==> src/hw/rtl/ipg_pkg.sv <==
// Shared constants, register codes and transaction types of the image pyramid gradient block
`default_nettype none

package ipg_pkg;

  // Field widths
  localparam int PIX_W      = 16;
  localparam int IDX_W      = 20;
  localparam int GRAD_W     = 17;
  localparam int SQ_W       = 33;
  localparam int LVL_W      = 3;
  localparam int CFG_DATA_W = 11;
  localparam int CFG_IDX_W  = 2;
  localparam int LU_W       = 3;

  // Default sizes and result queue depth
  localparam int DEF_MAX_WIDTH  = 1024;
  localparam int DEF_MAX_HEIGHT = 1024;
  localparam int DEF_LEVELS     = 6;
  localparam int QUEUE_DEPTH    = 4;

  // Register values after reset
  localparam logic [CFG_DATA_W-1:0] RST_FRAME_WIDTH  = 11'd640;
  localparam logic [CFG_DATA_W-1:0] RST_FRAME_HEIGHT = 11'd480;
  localparam logic [LU_W-1:0]       RST_LEVELS_USED  = 3'd6;

  typedef enum logic [CFG_IDX_W-1:0] {
    REG_FRAME_WIDTH  = 2'd0,
    REG_FRAME_HEIGHT = 2'd1,
    REG_LEVELS_USED  = 2'd2
  } cfg_reg_t;

  // Pixel travelling up the chain of level cells
  typedef struct packed {
    logic             valid;
    logic             alive;
    logic             frame_start;
    logic [PIX_W-1:0] value;
  } pix_tok_t;

  // Gradient result of one level, before squaring
  typedef struct packed {
    logic [IDX_W-1:0]         pixel_index;
    logic [PIX_W-1:0]         intensity;
    logic signed [GRAD_W-1:0] grad_x;
    logic signed [GRAD_W-1:0] grad_y;
  } grad_res_t;

endpackage

`default_nettype wire

==> src/hw/rtl/ipg_if.sv <==
// Stream interfaces for level-0 pixels in and gradient results out
`default_nettype none


interface ipg_res_if;
  logic                              valid;
  logic                              ready;
  logic [ipg_pkg::LVL_W-1:0]         level;
  logic [ipg_pkg::IDX_W-1:0]         pixel_index;
  logic [ipg_pkg::PIX_W-1:0]         intensity;
  logic signed [ipg_pkg::GRAD_W-1:0] grad_x;
  logic signed [ipg_pkg::GRAD_W-1:0] grad_y;
  logic [ipg_pkg::SQ_W-1:0]          grad_sq;
  logic                              last;

  modport source (output valid, output level, output pixel_index, output intensity,
                  output grad_x, output grad_y, output grad_sq, output last, input ready);
  modport sink   (input valid, input level, input pixel_index, input intensity,
                  input grad_x, input grad_y, input grad_sq, input last, output ready);
endinterface

`default_nettype wire

==> src/hw/rtl/ipg_result_queue.sv <==
// Result queue: holds per-pixel result sets and issues them one by one with squared magnitude
`default_nettype none

module ipg_result_queue #(
  parameter int LEVELS = ipg_pkg::DEF_LEVELS
) (
  input  wire logic                                clk,
  input  wire logic                                rst,
  input  wire logic                                push,
  input  wire logic [LEVELS-1:0]                   push_mask,
  input  wire ipg_pkg::grad_res_t [LEVELS-1:0]     push_res,
  output logic                                     full,
  ipg_res_if.source                                res_out
);

  localparam int QAW = $clog2(ipg_pkg::QUEUE_DEPTH);
  localparam int QCW = $clog2(ipg_pkg::QUEUE_DEPTH + 1);
  localparam int LSW = (LEVELS > 1) ? $clog2(LEVELS) : 1;

  logic [LEVELS-1:0]                mask_q [ipg_pkg::QUEUE_DEPTH];
  ipg_pkg::grad_res_t [LEVELS-1:0]  data_q [ipg_pkg::QUEUE_DEPTH];
  logic [QAW-1:0]                   wr_ptr;
  logic [QAW-1:0]                   rd_ptr;
  logic [QCW-1:0]                   count;

  logic [LEVELS-1:0] head_mask;
  logic [LEVELS-1:0] rem;
  logic [LSW-1:0]    sel;
  logic              found;
  logic              take_a;
  logic              pop;
  logic              adv_a;
  logic              adv_b;
  logic              adv_c;

  // Stage registers
  logic                              va;
  logic [ipg_pkg::LVL_W-1:0]         lvl_a;
  ipg_pkg::grad_res_t                res_a;
  logic                              last_a;
  logic                              vb;
  logic [ipg_pkg::LVL_W-1:0]         lvl_b;
  ipg_pkg::grad_res_t                res_b;
  logic                              last_b;
  logic [ipg_pkg::SQ_W-2:0]          sqx_b;
  logic [ipg_pkg::SQ_W-2:0]          sqy_b;
  logic                              vc;
  logic signed [2*ipg_pkg::GRAD_W-1:0] px;
  logic signed [2*ipg_pkg::GRAD_W-1:0] py;

  // Pick the lowest pending level of the head entry
  always_comb begin
    head_mask = mask_q[rd_ptr];
    sel       = '0;
    found     = 1'b0;
    for (int i = 0; i < LEVELS; i++) begin
      if (!found && head_mask[i]) begin
        sel   = LSW'(i);
        found = 1'b1;
      end
    end
    rem    = head_mask & ~(LEVELS'(1) << sel);
    adv_c  = !vc || res_out.ready;
    adv_b  = !vb || adv_c;
    adv_a  = !va || adv_b;
    take_a = (count != '0) && adv_a;
    pop    = take_a && (rem == '0);
    full   = (count == QCW'(ipg_pkg::QUEUE_DEPTH));
    px     = res_a.grad_x * res_a.grad_x;
    py     = res_a.grad_y * res_a.grad_y;
  end

  // Queue storage
  always_ff @(posedge clk) begin
    if (push) begin
      mask_q[wr_ptr] <= push_mask;
      data_q[wr_ptr] <= push_res;
    end
    if (take_a) begin
      mask_q[rd_ptr] <= rem;
    end
  end

  // Queue pointers
  always_ff @(posedge clk) begin
    if (rst) begin
      wr_ptr <= '0;
      rd_ptr <= '0;
      count  <= '0;
    end else begin
      if (push) begin
        wr_ptr <= wr_ptr + 1'b1;
      end
      if (pop) begin
        rd_ptr <= rd_ptr + 1'b1;
      end
      if (push && !pop) begin
        count <= count + 1'b1;
      end else if (pop && !push) begin
        count <= count - 1'b1;
      end
    end
  end

  // Issue pipeline valid bits
  always_ff @(posedge clk) begin
    if (rst) begin
      va <= 1'b0;
      vb <= 1'b0;
      vc <= 1'b0;
    end else begin
      if (adv_a) begin
        va <= take_a;
      end
      if (adv_b) begin
        vb <= va;
      end
      if (adv_c) begin
        vc <= vb;
      end
    end
  end

  // Select, square, sum
  always_ff @(posedge clk) begin
    if (take_a) begin
      lvl_a  <= ipg_pkg::LVL_W'(sel);
      res_a  <= data_q[rd_ptr][sel];
      last_a <= (rem == '0);
    end
    if (adv_b) begin
      lvl_b  <= lvl_a;
      res_b  <= res_a;
      last_b <= last_a;
      sqx_b  <= px[ipg_pkg::SQ_W-2:0];
      sqy_b  <= py[ipg_pkg::SQ_W-2:0];
    end
    if (adv_c) begin
      res_out.level       <= lvl_b;
      res_out.pixel_index <= res_b.pixel_index;
      res_out.intensity   <= res_b.intensity;
      res_out.grad_x      <= res_b.grad_x;
      res_out.grad_y      <= res_b.grad_y;
      res_out.last        <= last_b;
      res_out.grad_sq     <= {1'b0, sqx_b} + {1'b0, sqy_b};
    end
  end

  assign res_out.valid = vc;

`ifndef SYNTH
  a_no_overflow : assert property (@(posedge clk) disable iff (rst) push |-> !full)
    else $error("result set pushed into a full queue");
  a_nonempty_set : assert property (@(posedge clk) disable iff (rst) push |-> (push_mask != '0))
    else $error("empty result set pushed");
  a_pop_count : assert property (@(posedge clk) disable iff (rst)
      (pop && !push) |=> (count == $past(count) - 1'b1))
    else $error("queue count not reduced on pop");
`endif

endmodule

`default_nettype wire
==> src/flat_wrapper.sv <==
// flat-port wrapper written by rule: the top's interface ports become plain ports
module ipg_result_queue_flat 
#(
  parameter int LEVELS = ipg_pkg::DEF_LEVELS
)
  (clk, rst, push, push_mask, push_res, full, res_out_valid, res_out_level, res_out_pixel_index, res_out_intensity, res_out_grad_x, res_out_grad_y, res_out_grad_sq, res_out_last, res_out_ready);
  ipg_res_if res_out_i ();
  input  wire logic clk;
  input  wire logic rst;
  input  wire logic push;
  input  wire logic [LEVELS-1:0] push_mask;
  input  wire ipg_pkg::grad_res_t [LEVELS-1:0] push_res;
  output logic full;
  output wire logic [$bits(res_out_i.valid)-1:0] res_out_valid;
  output wire logic [$bits(res_out_i.level)-1:0] res_out_level;
  output wire logic [$bits(res_out_i.pixel_index)-1:0] res_out_pixel_index;
  output wire logic [$bits(res_out_i.intensity)-1:0] res_out_intensity;
  output wire logic [$bits(res_out_i.grad_x)-1:0] res_out_grad_x;
  output wire logic [$bits(res_out_i.grad_y)-1:0] res_out_grad_y;
  output wire logic [$bits(res_out_i.grad_sq)-1:0] res_out_grad_sq;
  output wire logic [$bits(res_out_i.last)-1:0] res_out_last;
  input wire logic [$bits(res_out_i.ready)-1:0] res_out_ready;
  assign res_out_valid = res_out_i.valid;
  assign res_out_level = res_out_i.level;
  assign res_out_pixel_index = res_out_i.pixel_index;
  assign res_out_intensity = res_out_i.intensity;
  assign res_out_grad_x = res_out_i.grad_x;
  assign res_out_grad_y = res_out_i.grad_y;
  assign res_out_grad_sq = res_out_i.grad_sq;
  assign res_out_last = res_out_i.last;
  assign res_out_i.ready = res_out_ready;
  ipg_result_queue #(.LEVELS(LEVELS)) u_core (.clk(clk), .rst(rst), .push(push), .push_mask(push_mask), .push_res(push_res), .full(full), .res_out(res_out_i));
endmodule
==> config.mk <==
export PLATFORM = sky130hd
export DESIGN_NAME = ipg_result_queue_flat
export DESIGN_NICKNAME = d
export VERILOG_FILES = /design/src/hw/rtl/ipg_pkg.sv /design/src/hw/rtl/ipg_if.sv /design/src/hw/rtl/ipg_result_queue.sv /design/src/flat_wrapper.sv
export SDC_FILE = /design/constraint.sdc
export NUM_CORES = 2
export LEC_CHECK = 0
export BUFFER_PORTS_ARGS = -buffer_cell sky130_fd_sc_hd__buf_2
export CAP_MARGIN = 20
export CORE_ASPECT_RATIO = 1.75
export CORE_MARGIN = 5
export CORE_UTILIZATION = 61
export CTS_CLUSTER_SIZE = 25
export DETAILED_ROUTE_END_ITERATION = 7
export PLACE_DENSITY_LB_ADDON = 0.12
export SYNTH_ARGS = -nofsm -noshare
export SYNTH_HDL_FRONTEND = slang
export SYNTH_SLANG_ARGS = --single-unit
==> constraint.sdc <==
create_clock -name clk -period 16.49 [get_ports clk]
set_input_delay 3.298 -clock clk [delete_from_list [all_inputs] [get_ports clk]]
set_output_delay 3.298 -clock clk [all_outputs]
set_load 0.02 [all_outputs]
==> tab_implementation.tex <==
\begin{tabular}{lr}
\hline
Metric & Value \\
\hline
\multicolumn{2}{l}{\textbf{Outcome}} \\
\quad Run status & finished clean \\
\multicolumn{2}{l}{\textbf{Synthesis}} \\
\quad Register bit total from synthesis & 2031 \\
\quad Largest area contributor in the synthesized netlist & sky130\_fd\_sc\_hd\_\_edfxtp\_1 \\
\quad Syn Std Cell Area & 95000 sq um \\
\quad Post-Synthesis Mean Instance Area & 17.5 sq um \\
\quad Dominant cells by area after synthesis & sky130\_fd\_sc\_hd\_\_edfxtp\_1 64\%, sky130\_fd\_sc\_hd\_\_fa\_1 11\%, sky130\_fd\_sc\_hd\_\_mux4\_2 10\% \\
\quad Net count after synthesis & 6581 \\
\quad Most used flip-flop cell after synthesis & sky130\_fd\_sc\_hd\_\_edfxtp\_1 \\
\quad Async set-or-reset flop fraction in the synthesized netlist & 0 \\
\quad Synth cell types & 68 \\
\quad Cells after synthesis & 5434 \\
\quad Yosys synthesis warning count & 0 \\
\quad Cell types with the highest counts after synthesis & 2019 x sky130\_fd\_sc\_hd\_\_edfxtp\_1, 700 x sky130\_fd\_sc\_hd\_\_inv\_1, 513 x sky130\_fd\_sc\_hd\_\_fa\_1 \\
\quad EDFF count, synth & 2019 \\
\quad Most frequent cell after synthesis & sky130\_fd\_sc\_hd\_\_edfxtp\_1 \\
\quad Sequential fraction of the synthesis area & 0.641 \\
\quad Portion of synthesized cell area occupied by the leading cell type & 0.638 \\
\multicolumn{2}{l}{\textbf{Route}} \\
\quad Routed met2 length & 117 mm \\
\quad Via total after detailed routing & 48900 \\
\quad Routed vias/inst & 5.94 \\
\quad 1st-iter DRT viols & 4216 \\
\quad Met3 Wirelength & 18.5 mm \\
\quad Count of nets left with antenna violations after detail routing & 0 \\
\quad Routed length on met1 & 78.4 mm \\
\quad Top sig layer & met5 \\
\quad Total wire length after detailed routing & 223 mm \\
\quad Number of design rule violations left after detail routing & 0 \\
\quad Detail-routed net length per standard cell & 27.1 um \\
\quad Detailed-router iteration count before antenna repair & 8 \\
\multicolumn{2}{l}{\textbf{Die}} \\
\quad Core footprint & 155000 sq um \\
\quad Number of core rows & 191 \\
\quad Starting density of the core & 0.614 \\
\quad Die width & 308 um \\
\quad Die height & 532 um \\
\quad Ports placed on the boundary & 539 \\
\quad Die area & 164000 sq um \\
\multicolumn{2}{l}{\textbf{Placement}} \\
\quad Final GP Congestion & 0.895 \\
\quad Buffers on Ports & 538 \\
\quad Half-perimeter wire length of the detailed placement result & 154 mm \\
\multicolumn{2}{l}{\textbf{STA}} \\
\quad Worst clock skew & 0.0379 ns \\
\quad Final TNS setup & 0 ns \\
\quad Count of pins over their slew limit & 0 \\
\quad Number of hold-slack violations in the final timing report & 0 \\
\quad Fmax achieved & 0.137 GHz \\
\quad Final critical-path share of the clock period & 0.443 \\
\quad Min Tclk post-route & 7.30 ns \\
\quad Slew HR & 0.191 \\
\quad Unrepaired setup endpoints after global routing & no \\
\quad Total of endpoints with negative setup slack in the final report & 0 \\
\quad Worst hold slack & 0.396 ns \\
\quad Worst Max-Slew Pin Slew & 1.21 ns \\
\multicolumn{2}{l}{\textbf{Worst setup path}} \\
\quad Arrival @ worst endpoint & 7.84 ns \\
\quad Critical path capture point type & flop \\
\quad Highest fanout seen on the critical path & 20 \\
\quad Setup crit start kind & flop \\
\quad Required time of the worst setup path & 17.04 ns \\
\quad WS Path Type & reg -> reg \\
\multicolumn{2}{l}{\textbf{Min path}} \\
\quad Worst min-delay path category & reg -> reg \\
\multicolumn{2}{l}{\textbf{CTS}} \\
\quad Cts repair resizes & 0 \\
\quad Count of clock tree sinks & 2031 \\
\quad Root buffer cell & sky130\_fd\_sc\_hd\_\_clkbuf\_16 \\
\quad Post-CTS Repair Setup Buffers & 0 \\
\quad Worst-Skew Late Latency & 0.82 ns \\
\quad CTS clk-pin slew, worst paths & 0.08 ns \\
\quad Clock tree from TritonCTS & done \\
\quad Number of buffers added by the clock tree synthesis step & 182 \\
\quad Hold-fix buffers, CTS & 0 \\
\quad Clock buffer depth & 4 \\
\quad CTS H-tree lvls & 4 \\
\multicolumn{2}{l}{\textbf{GRT}} \\
\quad GRT Residual Overflow & 0 \\
\quad Global Route Usage Sum & 0.277 \\
\quad First-pass GRT wire length & 333 mm \\
\quad Pin count of the biggest net entering global routing & 138 \\
\quad Initial antenna violation count & 161 \\
\quad Via count of the first global-routing pass & 52700 \\
\multicolumn{2}{l}{\textbf{Layout}} \\
\quad Share of post-route cells with drive strength above 1 & 0.224 \\
\quad Area growth from synthesis to final layout & 11.3\% \\
\quad Number of fillers in the final layout & 10300 \\
\quad Number of nets in the layout & 7161 \\
\multicolumn{2}{l}{\textbf{Flow run}} \\
\quad Count of maximum capacitance violations & 0 \\
\hline
\end{tabular}
==> placed cells by master, fill, tap and decap left out, types with 27 or more instances in the layout <==
master / count
sky130_fd_sc_hd__buf_2: 538
sky130_fd_sc_hd__a21oi_1: 123
sky130_fd_sc_hd__mux2_2: 78
sky130_fd_sc_hd__nor2b_1: 34
sky130_fd_sc_hd__nand3_1: 81
sky130_fd_sc_hd__edfxtp_1: 2019
sky130_fd_sc_hd__clkinv_1: 32
sky130_fd_sc_hd__fa_1: 513
sky130_fd_sc_hd__clkbuf_1: 36
sky130_fd_sc_hd__xnor2_1: 90
sky130_fd_sc_hd__nor2_1: 87
sky130_fd_sc_hd__clkinv_2: 27
sky130_fd_sc_hd__and2_1: 115
sky130_fd_sc_hd__buf_4: 56
sky130_fd_sc_hd__xor2_1: 30
sky130_fd_sc_hd__o21ai_1: 50
sky130_fd_sc_hd__ha_1: 204
sky130_fd_sc_hd__clkbuf_16: 182
sky130_fd_sc_hd__inv_1: 693
sky130_fd_sc_hd__mux2i_1: 73
sky130_fd_sc_hd__diode_2: 77
sky130_fd_sc_hd__nand2_1: 282
sky130_fd_sc_hd__o21ai_0: 132
sky130_fd_sc_hd__mux4_2: 426
==> final timing paths <==
check,start,end,depth (start not counted),slack (ns)
max,u_core.res_a[4],u_core.sqy_b[26],20,9.19
min,u_core.last_a,u_core.last_b,0,0.40
max reg2reg,u_core.res_a[4],u_core.sqy_b[26],20,9.19
min reg2reg,u_core.last_a,u_core.last_b,0,0.40
==> cells by family (layout without fill, tap and decap cells) <==
group | after synthesis | in the layout | share of synthesized area
AO/OA/AOI/OAI | 411 | 411 | 0.0256
XOR/XNOR | 120 | 120 | 0.0111
buffers and inverters | 903 | 1608 | 0.0362
adder cells (fa/ha/maj) | 718 | 718 | 0.135
flip-flops | 2031 | 2031 | 0.641
other | 0 | 77 | 0
multiplexers | 577 | 577 | 0.118
AND/OR/NAND/NOR | 674 | 674 | 0.0336
==> metrics by stage <==
| stage | utilization | area (sq um) | cells | worst slack, ns |
|---|---|---|---|---|
| after floorplan | - | 95000 | 5434 | 4.01 |
| after global routing | 0.682 | 106000 | 8180 | 8.85 |
| after global placement | 0.646 | 100000 | 7855 | 9.29 |
| final | 0.683 | 106000 | 8242 | 9.19 |
| after CTS | 0.682 | 106000 | 8165 | 9.18 |
| after detailed placement | 0.646 | 100000 | 7856 | 9.25 |
==> layer usage <==
layer	vias to the layer above	GRT usage
met5	-	0
met4	128	0.0944
met3	517	0.0829
met2	1571	0.476
met1	25500	0.336
li1	21200	-
==> layout make-up <==
type / count / area [sq um] / area share
Sequential cell: 2031 / 60900 / 0.576
Clock buffer: 219 / 4700 / 0.0445
Tap cell: 2026 / 2530 / 0.0240
Multi-Input combinational cell: 2500 / 30700 / 0.291
Timing Repair Buffer: 599 / 3210 / 0.0304
Antenna cell: 77 / 193 / 0.00182
Clock inverter: 90 / 836 / 0.00790
Inverter: 700 / 2670 / 0.0252
==> state kept, by name (all words and copies together), names as in the netlist, 3 cells and up, named ones only <==
signal / cells
u_core.count: 3
u_core.data_q: 1680
u_core.lvl_a: 3
u_core.lvl_b: 3
u_core.mask_q: 24
u_core.res_a: 70
u_core.res_b: 68
u_core.res_out.grad_sq: 33
u_core.res_out.grad_x: 17
u_core.res_out.grad_y: 17
u_core.res_out.intensity: 16
u_core.res_out.level: 3
u_core.res_out.pixel_index: 20
u_core.sqx_b: 31
u_core.sqy_b: 31
==> worst max-delay path, stage by stage (launching register included) <==
cell and delay, ns:
sky130_fd_sc_hd__edfxtp_1 0.95, sky130_fd_sc_hd__nand2_1 0.27, sky130_fd_sc_hd__fa_1 0.56, sky130_fd_sc_hd__fa_1 0.51, sky130_fd_sc_hd__fa_1 0.53, sky130_fd_sc_hd__inv_1 0.06, sky130_fd_sc_hd__fa_1 0.49, sky130_fd_sc_hd__fa_1 0.50
sky130_fd_sc_hd__inv_1 0.05, sky130_fd_sc_hd__fa_1 0.47, sky130_fd_sc_hd__inv_1 0.04, sky130_fd_sc_hd__ha_1 0.35, sky130_fd_sc_hd__and4_1 0.26, sky130_fd_sc_hd__nor2b_1 0.14, sky130_fd_sc_hd__a2111oi_0 0.74, sky130_fd_sc_hd__a2111oi_0 0.24
sky130_fd_sc_hd__buf_4 0.20, sky130_fd_sc_hd__nand2b_1 0.13, sky130_fd_sc_hd__a31oi_1 0.26, sky130_fd_sc_hd__a21oi_1 0.14, sky130_fd_sc_hd__xor2_1 0.16
Power is not shown: default switching activity piles up to over one toggle a cycle in this logic, so the estimate is an artifact.
